`src/rtl/tone_sequencer_with_sweep_effect_macros.svh`:
```
// Assertion helper macros
`ifndef TONE_SEQUENCER_WITH_SWEEP_EFFECT_MACROS_SVH
`define TONE_SEQUENCER_WITH_SWEEP_EFFECT_MACROS_SVH
// implication checked every cycle outside reset
`define TSS_ASSERT_IMP(label, a, c) \
  label: assert property (@(posedge clk) disable iff (!rst_n) (a) |-> (c)) \
    else $error("label failed");
// next-cycle implication
`define TSS_ASSERT_NXT(label, a, c) \
  label: assert property (@(posedge clk) disable iff (!rst_n) (a) |=> (c)) \
    else $error("label failed");
`endif

```
`src/rtl/tss_pkg.sv`:
```
//------------------------------------------------------------------------------
// tss_pkg
// Shared types and constants for the tone sequencer.
//------------------------------------------------------------------------------
`timescale 1ns / 1ps
package tss_pkg;
  localparam int PHRASE_COUNT     = 16;
  localparam int NOTES_PER_PHRASE = 64;
  localparam int ORDER_DEPTH      = 64;
  localparam int NOTE_DEPTH       = PHRASE_COUNT * NOTES_PER_PHRASE;
  localparam int NA_W  = $clog2(NOTE_DEPTH);
  localparam int PH_W  = 4;
  localparam int NP_W  = 7;
  localparam int OP_W  = 7;
  localparam int OA_W  = $clog2(ORDER_DEPTH);
  localparam int FREQ_W = 14;
  localparam int DIV_W  = 8;
  localparam int ENT_W  = FREQ_W + DIV_W;
  localparam int MS_W   = 18;

  localparam logic [2:0] ACT_TICK  = 3'd0;
  localparam logic [2:0] ACT_TRIG  = 3'd1;
  localparam logic [2:0] ACT_START = 3'd2;
  localparam logic [2:0] ACT_WNOTE = 3'd3;
  localparam logic [2:0] ACT_WORD  = 3'd4;

  localparam logic CFG_TEMPO = 1'b0;
  localparam logic CFG_OLEN  = 1'b1;

  // controller -> datapath
  typedef struct packed {
    logic latch_in;    // capture input beat
    logic do_simple;   // non-tick actions, effect, idle tick
    logic rd_order;    // issue order read at order addr
    logic use_ord0;    // order addr 0 (phrase load)
    logic ld_phrase;   // latch order data as phrase, reset note pos
    logic init_pos;    // order_position = 0
    logic rd_note;     // issue note read
    logic ld_entry;    // latch note data
    logic adv_order;   // order_position++
    logic end_track;   // end track, emit silence
    logic div_start;   // start length calculation
    logic finish;      // commit note, emit results
    logic play_only;   // emit play without reload
  } tss_cmd_t;

  // datapath -> controller
  typedef struct packed {
    logic is_tick;
    logic effect;
    logic active;
    logic zero_ms;
    logic loaded;
    logic entry_end;
    logic order_done;
    logic div_busy;
    logic out_busy;
  } tss_sts_t;
endpackage

```
`src/rtl/tss_ctrl.sv`:
```
//------------------------------------------------------------------------------
// tss_ctrl
// Sequencer for input beats, note reload and result hand-off.
//------------------------------------------------------------------------------
`timescale 1ns / 1ps
module tss_ctrl (
  input  logic              clk,
  input  logic              rst_n,
  input  logic              in_tvalid,
  output logic              in_tready,
  input  tss_pkg::tss_sts_t sts,
  output tss_pkg::tss_cmd_t cmd
);
  import tss_pkg::*;
  `include "tone_sequencer_with_sweep_effect_macros.svh"

  typedef enum logic [12:0] {
    S_IDLE  = 13'b0000000000001,
    S_DISP  = 13'b0000000000010,
    S_LD0   = 13'b0000000000100,
    S_LD0W  = 13'b0000000001000,
    S_NRD   = 13'b0000000010000,
    S_NWT   = 13'b0000000100000,
    S_CHK   = 13'b0000001000000,
    S_ORD   = 13'b0000010000000,
    S_ORDW  = 13'b0000100000000,
    S_DIV   = 13'b0001000000000,
    S_DWT   = 13'b0010000000000,
    S_WAIT  = 13'b0100000000000,
    S_RLD   = 13'b1000000000000
  } st_t;

  st_t st_r, st_nxt;

  always_comb begin
    cmd = '0;
    st_nxt = st_r;
    in_tready = 1'b0;
    case (st_r)
      S_IDLE: begin
        in_tready = !sts.out_busy;
        if (in_tvalid && !sts.out_busy) begin
          cmd.latch_in = 1'b1; st_nxt = S_DISP;
        end
      end
      S_DISP: begin
        if (!sts.is_tick || sts.effect || !sts.active) begin
          cmd.do_simple = 1'b1; st_nxt = S_WAIT;
        end else if (!sts.zero_ms) begin
          cmd.play_only = 1'b1; st_nxt = S_WAIT;
        end else if (!sts.loaded) begin
          cmd.init_pos = 1'b1; cmd.rd_order = 1'b1; cmd.use_ord0 = 1'b1;
          st_nxt = S_LD0;
        end else begin
          st_nxt = S_NRD;
        end
      end
      S_LD0:  begin cmd.use_ord0 = 1'b1; st_nxt = S_LD0W; end
      S_LD0W: begin cmd.ld_phrase = 1'b1; st_nxt = S_NRD; end
      S_NRD:  begin cmd.rd_note = 1'b1; st_nxt = S_NWT; end
      S_NWT:  begin cmd.ld_entry = 1'b1; st_nxt = S_CHK; end
      S_CHK: begin
        if (sts.entry_end) begin cmd.adv_order = 1'b1; st_nxt = S_ORD; end
        else begin cmd.div_start = 1'b1; st_nxt = S_DIV; end
      end
      S_ORD: begin
        if (sts.order_done) begin cmd.end_track = 1'b1; st_nxt = S_WAIT; end
        else st_nxt = S_ORDW;
      end
      S_ORDW: begin cmd.ld_phrase = 1'b1; cmd.rd_order = 1'b1; st_nxt = S_DWT; end
      S_DWT: begin
        cmd.rd_note = 1'b1; st_nxt = S_RLD;
      end
      // first note of the new phrase is taken as is, even an end mark
      S_RLD: begin
        cmd.ld_entry = 1'b1; cmd.div_start = 1'b1; st_nxt = S_DIV;
      end
      S_DIV: begin
        if (sts.div_busy) st_nxt = S_DIV;
        else begin
          cmd.finish = 1'b1; st_nxt = S_WAIT;
        end
      end
      S_WAIT: begin
        if (!sts.out_busy) st_nxt = S_IDLE;
      end
      default: st_nxt = S_IDLE;
    endcase
  end

  always_ff @(posedge clk) begin
    if (!rst_n) st_r <= S_IDLE;
    else st_r <= st_nxt;
  end

  `TSS_ASSERT_IMP(a_rdy_idle, in_tready, st_r == S_IDLE)
  `TSS_ASSERT_IMP(a_fin_nobusy, cmd.finish, !sts.div_busy)
  `TSS_ASSERT_NXT(a_latch_disp, in_tvalid && in_tready, st_r == S_DISP)
endmodule

```
`config.mk`:
```
export PLATFORM = sky130hd
export DESIGN_NAME = tss_ctrl
export DESIGN_NICKNAME = d
export VERILOG_FILES = /design/src/rtl/tss_pkg.sv /design/src/rtl/tss_ctrl.sv
export VERILOG_INCLUDE_DIRS = /design/src /design/src/rtl
export SDC_FILE = /design/constraint.sdc
export NUM_CORES = 1
export LEC_CHECK = 0
export ABC_AREA = 1
export CAP_MARGIN = 0
export CELL_PAD_IN_SITES_DETAIL_PLACEMENT = 1
export CELL_PAD_IN_SITES_GLOBAL_PLACEMENT = 1
export CORE_AREA = 4 4 70 72
export DETAILED_ROUTE_END_ITERATION = 10
export DIE_AREA = 0 0 74 76
export DONT_BUFFER_PORTS = 1
export PLACE_DENSITY = 0.53
export SLEW_MARGIN = 20
export SYNTH_ARGS = -nofsm -noshare
export SYNTH_HDL_FRONTEND = slang
export SYNTH_SLANG_ARGS = --single-unit
```
`constraint.sdc`:
```
create_clock -name clk -period 1.32 [get_ports clk]
set_input_delay 0.132 -clock clk [delete_from_list [all_inputs] [get_ports clk]]
set_output_delay 0.132 -clock clk [all_outputs]
set_load 0.01 [all_outputs]
```
# Word-level counts from Yosys, hierarchy flattened
# Index checks and enable logic that the tools add are counted.
[word_totals]
regBits = 13
input_bits = 12
wordCells = 63
[classes]
n_eq_ne = 15
mux = 37
reduce_logical = 10
[op_table]
columns = ["operator", "count"]
rows = [
  ["case mux 13 bit (13 select lines)", 1],
  ["2-to-1 mux 13 bit", 4],
  ["2-to-1 mux 12 bit", 2],
  ["2-to-1 mux 1 bit", 22],
  ["== test 13 x 1 -> 1 bit, second input constant", 1],
  ["== test 13 x 10 -> 1 bit, second input constant", 1],
  ["== test 13 x 11 -> 1 bit, second input constant", 1],
  ["== test 13 x 12 -> 1 bit, second input constant", 1],
  ["== test 13 bit, second input constant", 1],
  ["== test 13 x 2 -> 1 bit, second input constant", 1],
  ["== test 13 x 3 -> 1 bit, second input constant", 1],
  ["== test 13 x 4 -> 1 bit, second input constant", 1],
  ["== test 13 x 5 -> 1 bit, second input constant", 1],
  ["== test 13 x 6 -> 1 bit, second input constant", 1],
  ["== test 13 x 7 -> 1 bit, second input constant", 1],
  ["== test 13 x 8 -> 1 bit, second input constant", 1],
  ["== test 13 x 9 -> 1 bit, second input constant", 1],
  ["2-to-1 mux 10 bit", 1],
  ["2-to-1 mux 2 bit", 3],
  ["case mux 1 bit (2 select lines)", 3],
  ["OR reduction 2 bit", 3],
  ["2-to-1 mux 5 bit", 1],
  ["!= test 2 bit, second input constant", 2],
  ["zero test 1 bit", 3],
  ["other kinds (3)", 4],
]

# Logic depth before layout (Yosys ltp)
# Gate-level depths: netlist of the first run.
[depth]
depth_word = 5
ltp_mapped = 11

# Worst setup path after synthesis of the first run
# Ideal clock, no wire load.
[synth_timing]
path_type = "reg-to-output"
from = "reg st_r[6]"
to = "out cmd[0] (netlist bit)"
t_arrival_ps = 1171
slack_ps = 17
stages_incl_launch_ff = 6
path_cell_list = "dfxtp_1 > nor2_2 > nand2_4 > nor2_4 > nand2_4 > nor4_1"
[synth_rtl]
columns = ["element", "line", "rtl"]
rows = [
  ["start: declaration", "tss_ctrl.sv:33", "st_t st_r, st_nxt;"],
  ["start signal: assignment", "tss_ctrl.sv:93", "else st_r <= st_nxt;"],
  ["end: declaration", "tss_ctrl.sv:12", "output tss_pkg::tss_cmd_t cmd"],
]

==> metrics, run 1 <==
nets in the synthesized netlist=155; standby leakage power=0.6946 nW; Initial Util=about 22%; row count=24; maximum level of the CTS H-tree=1; clock power share=about 30%; setup repair after global routing missed its margin=yes; residual DRC count=0; cell types with the largest area share after synthesis=sky130_fd_sc_hd__dfxtp_1, sky130_fd_sc_hd__nand2_1, sky130_fd_sc_hd__inv_1; CP Data Required Time=1.19 ns; worst reg2reg setup slack=-0.13 ns; Arrival @ worst endpoint=1.39 ns; endpoint type of the worst setup path=output port; post-route worst hold slack=0.01905 ns; number of global-route vias before repair=between 1000 and 1500; Worst Hold Class=in2reg; number of maximum-capacitance constraint violations=0; die width=74 µm; Final Hold Violating Endpoints=0; detailed router's first-iteration violation count=19; Seq/Total Area, Yosys=a little over a quarter; maximum number of buffers from clock root to sink=2; number of nets in the layout=~190; Seq pwr share=approximately a third; utilization of the core after routing=between 30% and 40%; critical path class=reg2out; Relative slew margins=between 70 and 80%; wire per inst=13.80 µm; Layout Skew=0.004442 ns; total wire length after detailed routing=~3100 µm; area of the mapped netlist=about 960 µm²; CTS tree=yes; number of buffers inserted during clock tree synthesis=3; total global routing track utilization=approximately an eighth; Die Ht=~76 µm; Placeable Area=around 4300 µm²; setup ws final=-0.1981 ns; overall die area=5624 µm²; Layout Area Growth over Synthesis=51.63%; Yosys cell types=25; routability-driven placement congestion ratio=approximately 0.75; Least-Margin Pin Slew=around 0.33 ns; DP HPWL=2419 µm; crit path launch type=register; switching component of the power=~0.00044 W; pin count of the biggest net entering global routing=10; TritonCTS Sinks=13; Int Pwr=around 0.00082 W; flip-flop count of the largest register, all copies and words added=13; switching power share of the total=34.73%; portion of total power attributed to combinational logic=a little under two fifths; Synthesis Warnings=0; number of top-level design ports=26; overall power=between 0.001 and 0.0015 W; number of max-slew violations in the final report=0; maximum clock rate=roughly 0.66 GHz; number of setup violations in the final report=25; via density per instance=between 4 and 5; syn avg cell area=~6.7 µm²; clock root cell=sky130_fd_sc_hd__clkbuf_8; run status=complete, but fails checks; Hold Path Depth=2; Setup TNS Final=-3.015 ns; count of antenna-violating nets left after detailed routing=0; instance count of the mapped netlist=143; number of detailed-routing iterations run before antenna repair=4; ant diodes=0; number of I/O port buffers=0; power density normalized to cell area=roughly 860 nW/µm²; Synth Register Bits=13; largest fanout of any net on the critical path=4; total via count after detailed routing=about 1000; minimum clock period after layout=~1.5 ns; share of the synthesized area in the top cell type=a little over a quarter; worst reg-to-reg path cell count=9; largest area contributor in the synthesized netlist=sky130_fd_sc_hd__dfxtp_1; Final period util=115.0%; failing checks=negative setup slack; VDD IR-drop max=around 350 µV; fraction of final layout cells with drive strength greater than 1=approximately 54%; largest registers=st_r x13; Biggest register=st_r; global-route congestion overflow total=0; global-route wire length before repair=5292 µm; worst-skew pair later-pin latency=~0.25 ns; clock transition at the registers of the reported paths=0.06 ns; initial antenna violation count=0
-- cell usage in the layout (no fill, tap or decap), types with 2 or more instances in the layout --
cell / netlist / layout
sky130_fd_sc_hd__nor3_1: 5 / 4
sky130_fd_sc_hd__dfxtp_2: 0 / 10
sky130_fd_sc_hd__inv_1: 27 / 24
sky130_fd_sc_hd__dfxtp_1: 13 / 2
sky130_fd_sc_hd__nand4_1: 5 / 5
sky130_fd_sc_hd__nor2_4: 5 / 11
sky130_fd_sc_hd__clkbuf_8: 0 / 3
sky130_fd_sc_hd__inv_2: 0 / 3
sky130_fd_sc_hd__nand3_1: 8 / 6
sky130_fd_sc_hd__nor3_4: 0 / 2
sky130_fd_sc_hd__buf_4: 1 / 22
sky130_fd_sc_hd__buf_12: 0 / 2
sky130_fd_sc_hd__nand3_2: 2 / 4
sky130_fd_sc_hd__dlygate4sd3_1: 0 / 3
sky130_fd_sc_hd__nand2_4: 3 / 7
sky130_fd_sc_hd__nor2_1: 23 / 11
sky130_fd_sc_hd__nand2_1: 28 / 18
sky130_fd_sc_hd__nand3_4: 2 / 2
sky130_fd_sc_hd__nand2_2: 5 / 11
sky130_fd_sc_hd__nor2_2: 3 / 9
-- cell type report --
cell class | count | area, µm²
Clock buffer | 4 | 45.04
Fill cell | 531 | 2839
Inverter | 29 | 116.4
Multi-Input combinational cell | 100 | 716.9
Sequential cell | 13 | 276.5
Tap cell | 52 | 65.06
Timing Repair Buffer | 27 | 235.2
-- power groups by stage --
| stage | combinational [W] | clock, W | sequential (W) |
|---|---|---|---|
| final | 0.000463 | 0.000373 | 0.000421 |
| after global routing | 0.000498 | 0.000408 | 0.000423 |
| after CTS | 0.000402 | 0.000384 | 0.000423 |
| after detailed placement | 0.000303 | 0 | 0.000426 |
| after global placement | 0.000303 | 0 | 0.000425 |
| after floorplan | 0.000222 | 0 | 0.000423 |
-- logic make-up after synthesis --
kind of cell           count (synthesis)  synth area share [%]
AND/OR/NAND/NOR                       95                 56.19
buffers and inverters                 30                 12.65
flip-flops                            13                 27.12
AO/OA/AOI/OAI                          5                 4.041
-- synthesized netlist by cell type --
master / number
sky130_fd_sc_hd__and3_1: 1
sky130_fd_sc_hd__buf_4: 1
sky130_fd_sc_hd__dfxtp_1: 13
sky130_fd_sc_hd__inv_1: 27
sky130_fd_sc_hd__inv_4: 2
sky130_fd_sc_hd__nand2_1: 28
sky130_fd_sc_hd__nand2_2: 5
sky130_fd_sc_hd__nand2_4: 3
sky130_fd_sc_hd__nand3_1: 8
sky130_fd_sc_hd__nand3_2: 2
sky130_fd_sc_hd__nand3_4: 2
sky130_fd_sc_hd__nand3b_1: 1
sky130_fd_sc_hd__nand4_1: 5
sky130_fd_sc_hd__nor2_1: 23
sky130_fd_sc_hd__nor2_2: 3
sky130_fd_sc_hd__nor2_4: 5
sky130_fd_sc_hd__nor2_8: 1
sky130_fd_sc_hd__nor3_1: 5
sky130_fd_sc_hd__nor3_2: 1
sky130_fd_sc_hd__nor4_1: 2
sky130_fd_sc_hd__o211ai_1: 1
sky130_fd_sc_hd__o211ai_2: 1
sky130_fd_sc_hd__o21ai_0: 1
sky130_fd_sc_hd__o21ai_1: 1
sky130_fd_sc_hd__o21ai_2: 1
-- metal layers --
layer,global-route usage [%],up-vias,wire length [µm]
li1,-,507,-
met1,16.23,474,1413
met2,18.17,30,1431
met3,3.034,5,199
met4,4.891,0,61
met5,0,-,0
-- repair_timing --
action,CTS,global route
pin swaps,10,10
buffers inserted,7,4
cloned,0,0
resized for setup,39,15
hold buffers,3,0
endpoints found under the setup margin,24,25
endpoints found under the hold margin,3,0
-- path summary, 6_finish.rpt --
check,start,endpoint
setup / recovery,st_r[6],cmd[8]
hold / removal,rst_n,st_r[10]
setup reg to reg,st_r[6],st_r[4]
hold reg to reg,st_r[10],st_r[12]
-- critical path, stage by stage, from the launching register on --
cell	delay, ns
sky130_fd_sc_hd__dfxtp_4	0.36
sky130_fd_sc_hd__nor2_4	0.13
sky130_fd_sc_hd__nand2_4	0.11
sky130_fd_sc_hd__nor2_4	0.20
sky130_fd_sc_hd__nand2_1	0.12
sky130_fd_sc_hd__nand2_1	0.09
sky130_fd_sc_hd__buf_4	0.13
-- stage by stage --
step / setup slack (ns) / cells / area, µm²
after global routing: -0.2908 / 225 / 1455
after detailed placement: -0.03944 / 207 / 1115
final: -0.1981 / 225 / 1455
after CTS: -0.1887 / 221 / 1366
after global placement: -0.03959 / 207 / 1115
after floorplan: 0.01671 / 143 / 959.7
Note: power is estimated with default switching activity, not from simulation.
==> inputs of run 2 (changes only) <==
--- a/config.mk
+++ b/config.mk
@@ -14,6 +14,7 @@
 export DETAILED_ROUTE_END_ITERATION = 10
 export DIE_AREA = 0 0 74 76
 export DONT_BUFFER_PORTS = 1
+export MAX_ROUTING_LAYER = met4
 export PLACE_DENSITY = 0.53
 export SLEW_MARGIN = 20
 export SYNTH_ARGS = -nofsm -noshare
==> run 2 against run 1 <==
The flow still finishes with violations (negative setup slack). Setup slack about the same. Sequential cell count is the same. Clock skew about the same. Via count unchanged. Sequential power about the same. Global-route usage increased by 0.35 points. Critical path depth did not move. Clock power is essentially flat. Cell area is the same. Cell count did not move. Critical endpoint unchanged.
==> metrics, run 2 (synthesis results as in run 1) <==
run status=complete, but fails checks; failing checks=negative setup slack; overall power=0.001256 W (about the same); overall die area=5624 µm² (unchanged); Placeable Area=4294 µm² (unchanged); number of I/O port buffers=0 (unchanged); Final Hold Violating Endpoints=0 (unchanged); crit path launch type=register; fraction of final layout cells with drive strength greater than 1=53.76% (unchanged); TritonCTS Sinks=13 (unchanged); endpoint type of the worst setup path=output port; final cell count without fillers=225 (unchanged); count of antenna-violating nets left after detailed routing=0 (unchanged); Die Ht=76 µm (unchanged); number of max-slew violations in the final report=0 (unchanged); maximum number of buffers from clock root to sink=2 (unchanged); setup repair after global routing missed its margin=yes; routability-driven placement congestion ratio=0.7625 (+1.3%); number of top-level design ports=26 (unchanged); clock root cell=sky130_fd_sc_hd__clkbuf_8; die width=74 µm (unchanged); total global routing track utilization=12.44% (+0.35 points); number of global-route vias before repair=1072 (+0.093%); number of detailed-routing iterations run before antenna repair=4 (unchanged); standby leakage power=0.6946 nW (unchanged); residual DRC count=0 (unchanged); Arrival @ worst endpoint=1.39 ns (about the same); Sequential cell area=276.5 µm² (unchanged); via density per instance=4.516 (unchanged); DP HPWL=2419 µm (unchanged); power density normalized to cell area=863.4 nW/µm² (about the same); Final period util=115.0% (about the same); number of maximum-capacitance constraint violations=0 (unchanged); leading cell types in the layout, fill and taps excluded=sky130_fd_sc_hd__inv_1, sky130_fd_sc_hd__buf_4, sky130_fd_sc_hd__nand2_1; clock transition at the registers of the reported paths=0.06 ns (about the same); pin count of the biggest net entering global routing=10 (unchanged); minimum clock period after layout=1.518 ns (+0.0001300 ns); largest fanout of any net on the critical path=4 (unchanged); Layout Area Growth over Synthesis=51.63% (unchanged); number of buffers inserted during clock tree synthesis=3 (unchanged); row count=24 (unchanged); Layout Skew=0.004443 ns (+0.000001110 ns); Relative slew margins=77.58% (unchanged); maximum clock rate=0.6587 GHz (about the same); VDD IR-drop max=354.4 µV (about the same); flip-flop count of the largest register, all copies and words added=13 (unchanged); Initial Util=22.35% (unchanged); global-route congestion overflow total=0 (unchanged); setup ws final=-0.1982 ns (-0.0001300 ns); most common cell after layout, fill and taps aside=sky130_fd_sc_hd__inv_1; CP Data Required Time=1.19 ns (about the same); ant diodes=0 (unchanged); detailed router's first-iteration violation count=24 (+5); wire per inst=13.80 µm (unchanged); maximum level of the CTS H-tree=1 (unchanged); total via count after detailed routing=1016 (unchanged); number of nets in the layout=186 (unchanged); CTS tree=yes; global-route wire length before repair=5292 µm (unchanged); largest registers=st_r x13; Worst Hold Class=in2reg; worst reg2reg setup slack=-0.13 ns (about the same); cell count after placement=207 (unchanged); Biggest register=st_r; Filler Cell Count=531 (unchanged); number of setup violations in the final report=25 (unchanged); worst-skew pair later-pin latency=0.25 ns (about the same); Least-Margin Pin Slew=0.3337 ns (unchanged); critical path class=reg2out; total wire length after detailed routing=3105 µm (unchanged); area of the multi-input gates=716.9 µm² (unchanged); initial antenna violation count=0 (unchanged)
==> run 2: cell counts in the layout (fill, tap and decap cells not counted) <==
Identical to the previous run, type by type.
==> run 2: per-layer routing <==
metal  wire [µm]  vias up  global-route usage [%]
li1            -      507                       -
met1        1431      474                   16.55
met2        1432       30                   18.09
met3         180        5                   2.770
met4          61        0                   4.891
met5           0        -                       -
==> run 2: layout make-up <==
class                   instances  area share [%]
well taps                      52           4.471
flip-flops and latches         13           19.00
multi-input cells             100           49.27
clock buffers                   4           3.095
inverters                      29           7.997
repair buffers                 27           16.17
==> run 2: critical path: stages, from the launching register on <==
cell,delay (ns)
sky130_fd_sc_hd__dfxtp_4,0.36
sky130_fd_sc_hd__nor2_4,0.13
sky130_fd_sc_hd__nand2_4,0.11
sky130_fd_sc_hd__nor2_4,0.20
sky130_fd_sc_hd__nand2_1,0.12
sky130_fd_sc_hd__nand2_1,0.09
sky130_fd_sc_hd__buf_4,0.13
==> run 2: power by group <==
| group | switching, W | total, W | leakage [nW] | internal, W |
|---|---|---|---|---|
| clock | 0.000159 | 0.000373 | 0.0228 | 0.000214 |
| combinational | 0.000263 | 0.000463 | 0.562 | 0.000200 |
| sequential | 0.0000138 | 0.000421 | 0.110 | 0.000407 |
==> run 2: path summary, 6_finish.rpt <==
path / start / to / cells after the start
hold / removal: rst_n / st_r[10] / 2
hold reg to reg: st_r[10] / st_r[12] / 4
setup reg to reg: st_r[6] / st_r[4] / 9
setup / recovery: st_r[6] / cmd[8] / 6
==> run 2: repair_timing <==
item / in CTS / in global routing
pin swaps: 10 / 10
endpoints found under the setup margin: 24 / 25
setup buffers: 7 / 4
endpoints found under the hold margin: 3 / 0
hold buffers: 3 / 0
gates resized for setup: 39 / 15
==> run 2: per-stage QoR <==
| step | area, µm² | hold slack (ns) | setup TNS [ns] | setup WS (ns) | utilization (%) |
|---|---|---|---|---|---|
| final | 1455 | 0.01905 | -3.020 | -0.1982 | 33.89 |
| after global routing | 1455 | 0.01914 | -5.486 | -0.2908 | 33.89 |
| after CTS | 1366 | 0.01301 | -2.638 | -0.1887 | 31.82 |
| after detailed placement | 1115 | 0.2153 | -0.3333 | -0.03944 | 25.96 |
| after global placement | 1115 | 0.2133 | -0.1999 | -0.03959 | 25.96 |
| after floorplan | 959.7 | 0.2105 | 0 | 0.01671 | - |
==> inputs of run 3 (changes only) <==
==> constraint.sdc (replaced) <==
create_clock -name clk -period 1.32 [get_ports clk]
set_input_delay 0.066 -clock clk [delete_from_list [all_inputs] [get_ports clk]]
set_output_delay 0.066 -clock clk [all_outputs]
set_load 0.01 [all_outputs]
==> run 3 against run 2 <==
The run still ends with negative setup slack left. Register-to-register slack is essentially flat. Sequential power hardly changed. Setup slack gained 0.052 ns. Combinational power up 9.9%. Sequential share of layout area fell by 2.2 points. Critical path type unchanged. Critical endpoint is now cmd[9]. Highest routed layer unchanged.
==> metrics, run 3 (synthesis results as in run 1) <==
Arrival @ worst endpoint=1.40 ns (about the same); setup ws final=-0.1460 ns (+0.05224 ns); post-route worst hold slack=0.05440 ns (+0.03535 ns); Die Ht=76 µm (unchanged); via density per instance=4.585 (+1.5%); standby leakage power=0.8084 nW (+16%); DP HPWL=2474 µm (+2.3%); failing checks=negative setup slack; total wire length after detailed routing=3543 µm (+14%); number of top-level design ports=26 (unchanged); fraction of final layout cells with drive strength greater than 1=62.43% (+8.7 points); Placeable Area=4294 µm² (unchanged); endpoint type of the worst setup path=output port; crit path launch type=register; Final Hold Violating Endpoints=0 (unchanged); overall die area=5624 µm² (unchanged); routability-driven placement congestion ratio=0.7895 (+3.5%); flip-flop count of the largest register, all copies and words added=13 (unchanged); global-route wire length before repair=5409 µm (+2.2%); wire per inst=14.70 µm (+6.5%); number of max-slew violations in the final report=0 (unchanged); largest fanout of any net on the critical path=4 (unchanged); Setup TNS Final=-2.323 ns (+0.6976 ns); clock root cell=sky130_fd_sc_hd__clkbuf_8; number of I/O port buffers=0 (unchanged); most common cell after layout, fill and taps aside=sky130_fd_sc_hd__buf_4; setup repair after global routing missed its margin=yes; pin count of the biggest net entering global routing=11 (+1); residual DRC count=0 (unchanged); overall power=0.001303 W (+3.7%); maximum level of the CTS H-tree=1 (unchanged); TritonCTS Sinks=13 (unchanged); power density normalized to cell area=775.4 nW/µm² (-10%); global-route congestion overflow total=0 (unchanged); total placed instance area=1130 µm² (+1.3%); Least-Margin Pin Slew=0.3747 ns (+0.04099 ns); critical path class=reg2out; row count=24 (unchanged); Worst path most repeated cell=sky130_fd_sc_hd__nand2_4; number of setup violations in the final report=24 (-4.0%); leading cell types in the layout, fill and taps excluded=sky130_fd_sc_hd__buf_4, sky130_fd_sc_hd__inv_1, sky130_fd_sc_hd__nand2_1; Biggest register=st_r; Worst Hold Class=in2reg; Layout Skew=0.006689 ns (+0.002246 ns); Layout Area Growth over Synthesis=75.10%; number of maximum-capacitance constraint violations=0 (unchanged); Initial Util=22.35% (unchanged); detailed router's first-iteration violation count=29 (+21%); worst setup slack before clock tree synthesis=-0.09872 ns (-0.05928 ns); maximum number of buffers from clock root to sink=2 (unchanged); minimum clock period after layout=1.466 ns (-0.05224 ns); count of antenna-violating nets left after detailed routing=0 (unchanged); Final period util=111.1% (-4.0 points); number of detailed-routing iterations run before antenna repair=4 (unchanged); ant diodes=0 (unchanged); clock transition at the registers of the reported paths=0.06 ns (about the same); maximum clock rate=0.6821 GHz (+3.6%); number of global-route vias before repair=1141 (+6.4%); Max stage delay on crit path=0.36 ns (about the same); worst-skew pair later-pin latency=0.25 ns (about the same); CP Data Required Time=1.25 ns (+0.06 ns); cells along the critical path=nor2_4, nand2_4, nor2_4, nand2_4, nor2_4, nand2_4, nand2_4; initial antenna violation count=0 (unchanged); die width=74 µm (unchanged); number of nets in the layout=202 (+8.6%); total global routing track utilization=12.71% (+0.26 points); CTS tree=yes; run status=complete, but fails checks; final design instance area without fill=1680 µm² (+15%); total via count after detailed routing=1105 (+8.8%); Relative slew margins=74.94% (-2.6 points); Crit-path slowest cell=sky130_fd_sc_hd__dfxtp_4; number of buffers inserted during clock tree synthesis=3 (unchanged); largest registers=st_r x13; VDD IR-drop max=260.4 µV (-27%)
==> run 3: cell count changes in the layout (fill, tap and decap cells not counted), sizes merged <==
| cell | delta |
|---|---|
| dlygate4sd3 | +1 |
| buf | +15 |
==> run 3: worst max-delay path: cells and delay by family, from the launching register on <==
family / cells / cell delay (ns)
and+or+nand+nor: 7 / 0.81
DFF: 1 / 0.36
==> run 3: final timing paths <==
check	startpoint	to	slack, ns	depth (start not counted)
worst max register to register	st_r[8]	st_r[11]	-0.13	10
worst min register to register	st_r[8]	st_r[10]	0.64	4
worst min-delay path	sts[4]	st_r[4]	0.05	4
worst max-delay path	st_r[7]	cmd[9]	-0.15	7
==> run 3: where the power goes <==
| part | internal, W | switching, W |
|---|---|---|
| logic | 0.000207 | 0.000302 |
| registers | 0.000403 | 0.0000176 |
| clock network | 0.000214 | 0.000160 |
| total | 0.000824 | 0.000479 |
==> run 3: routing by layer <==
layer,GRT usage (%),part of all wire [%],vias up
met5,-,0,-
met4,4.348,1.7,0
met3,2.111,4.8,6
met2,20.57,53,33
met1,15.72,41,528
li1,-,-,538
==> run 3: per-stage QoR <==
step	utilization, %	std cells
after floorplan	-	143
after detailed placement	26.31	209
after global routing	39.13	241
after global placement	26.31	209
final	39.13	241
after CTS	34.59	232
==> run 3: cell type report <==
cell class	instances	area [µm²]
inverter	29	126.4
clock buffer	4	45.04
timing repair buffer	43	359.1
multi-input combinational	100	803.3
tap	52	65.06
sequential	13	281.5
fill	533	2614
==> run 3: what timing repair did <==
action,4_1_cts,5_1_grt
setup endpoints to repair,23,26
hold buffers,4,0
pin swaps,17,16
endpoints found under the hold margin,11,0
buffers inserted,15,9
gates resized for setup,54,35
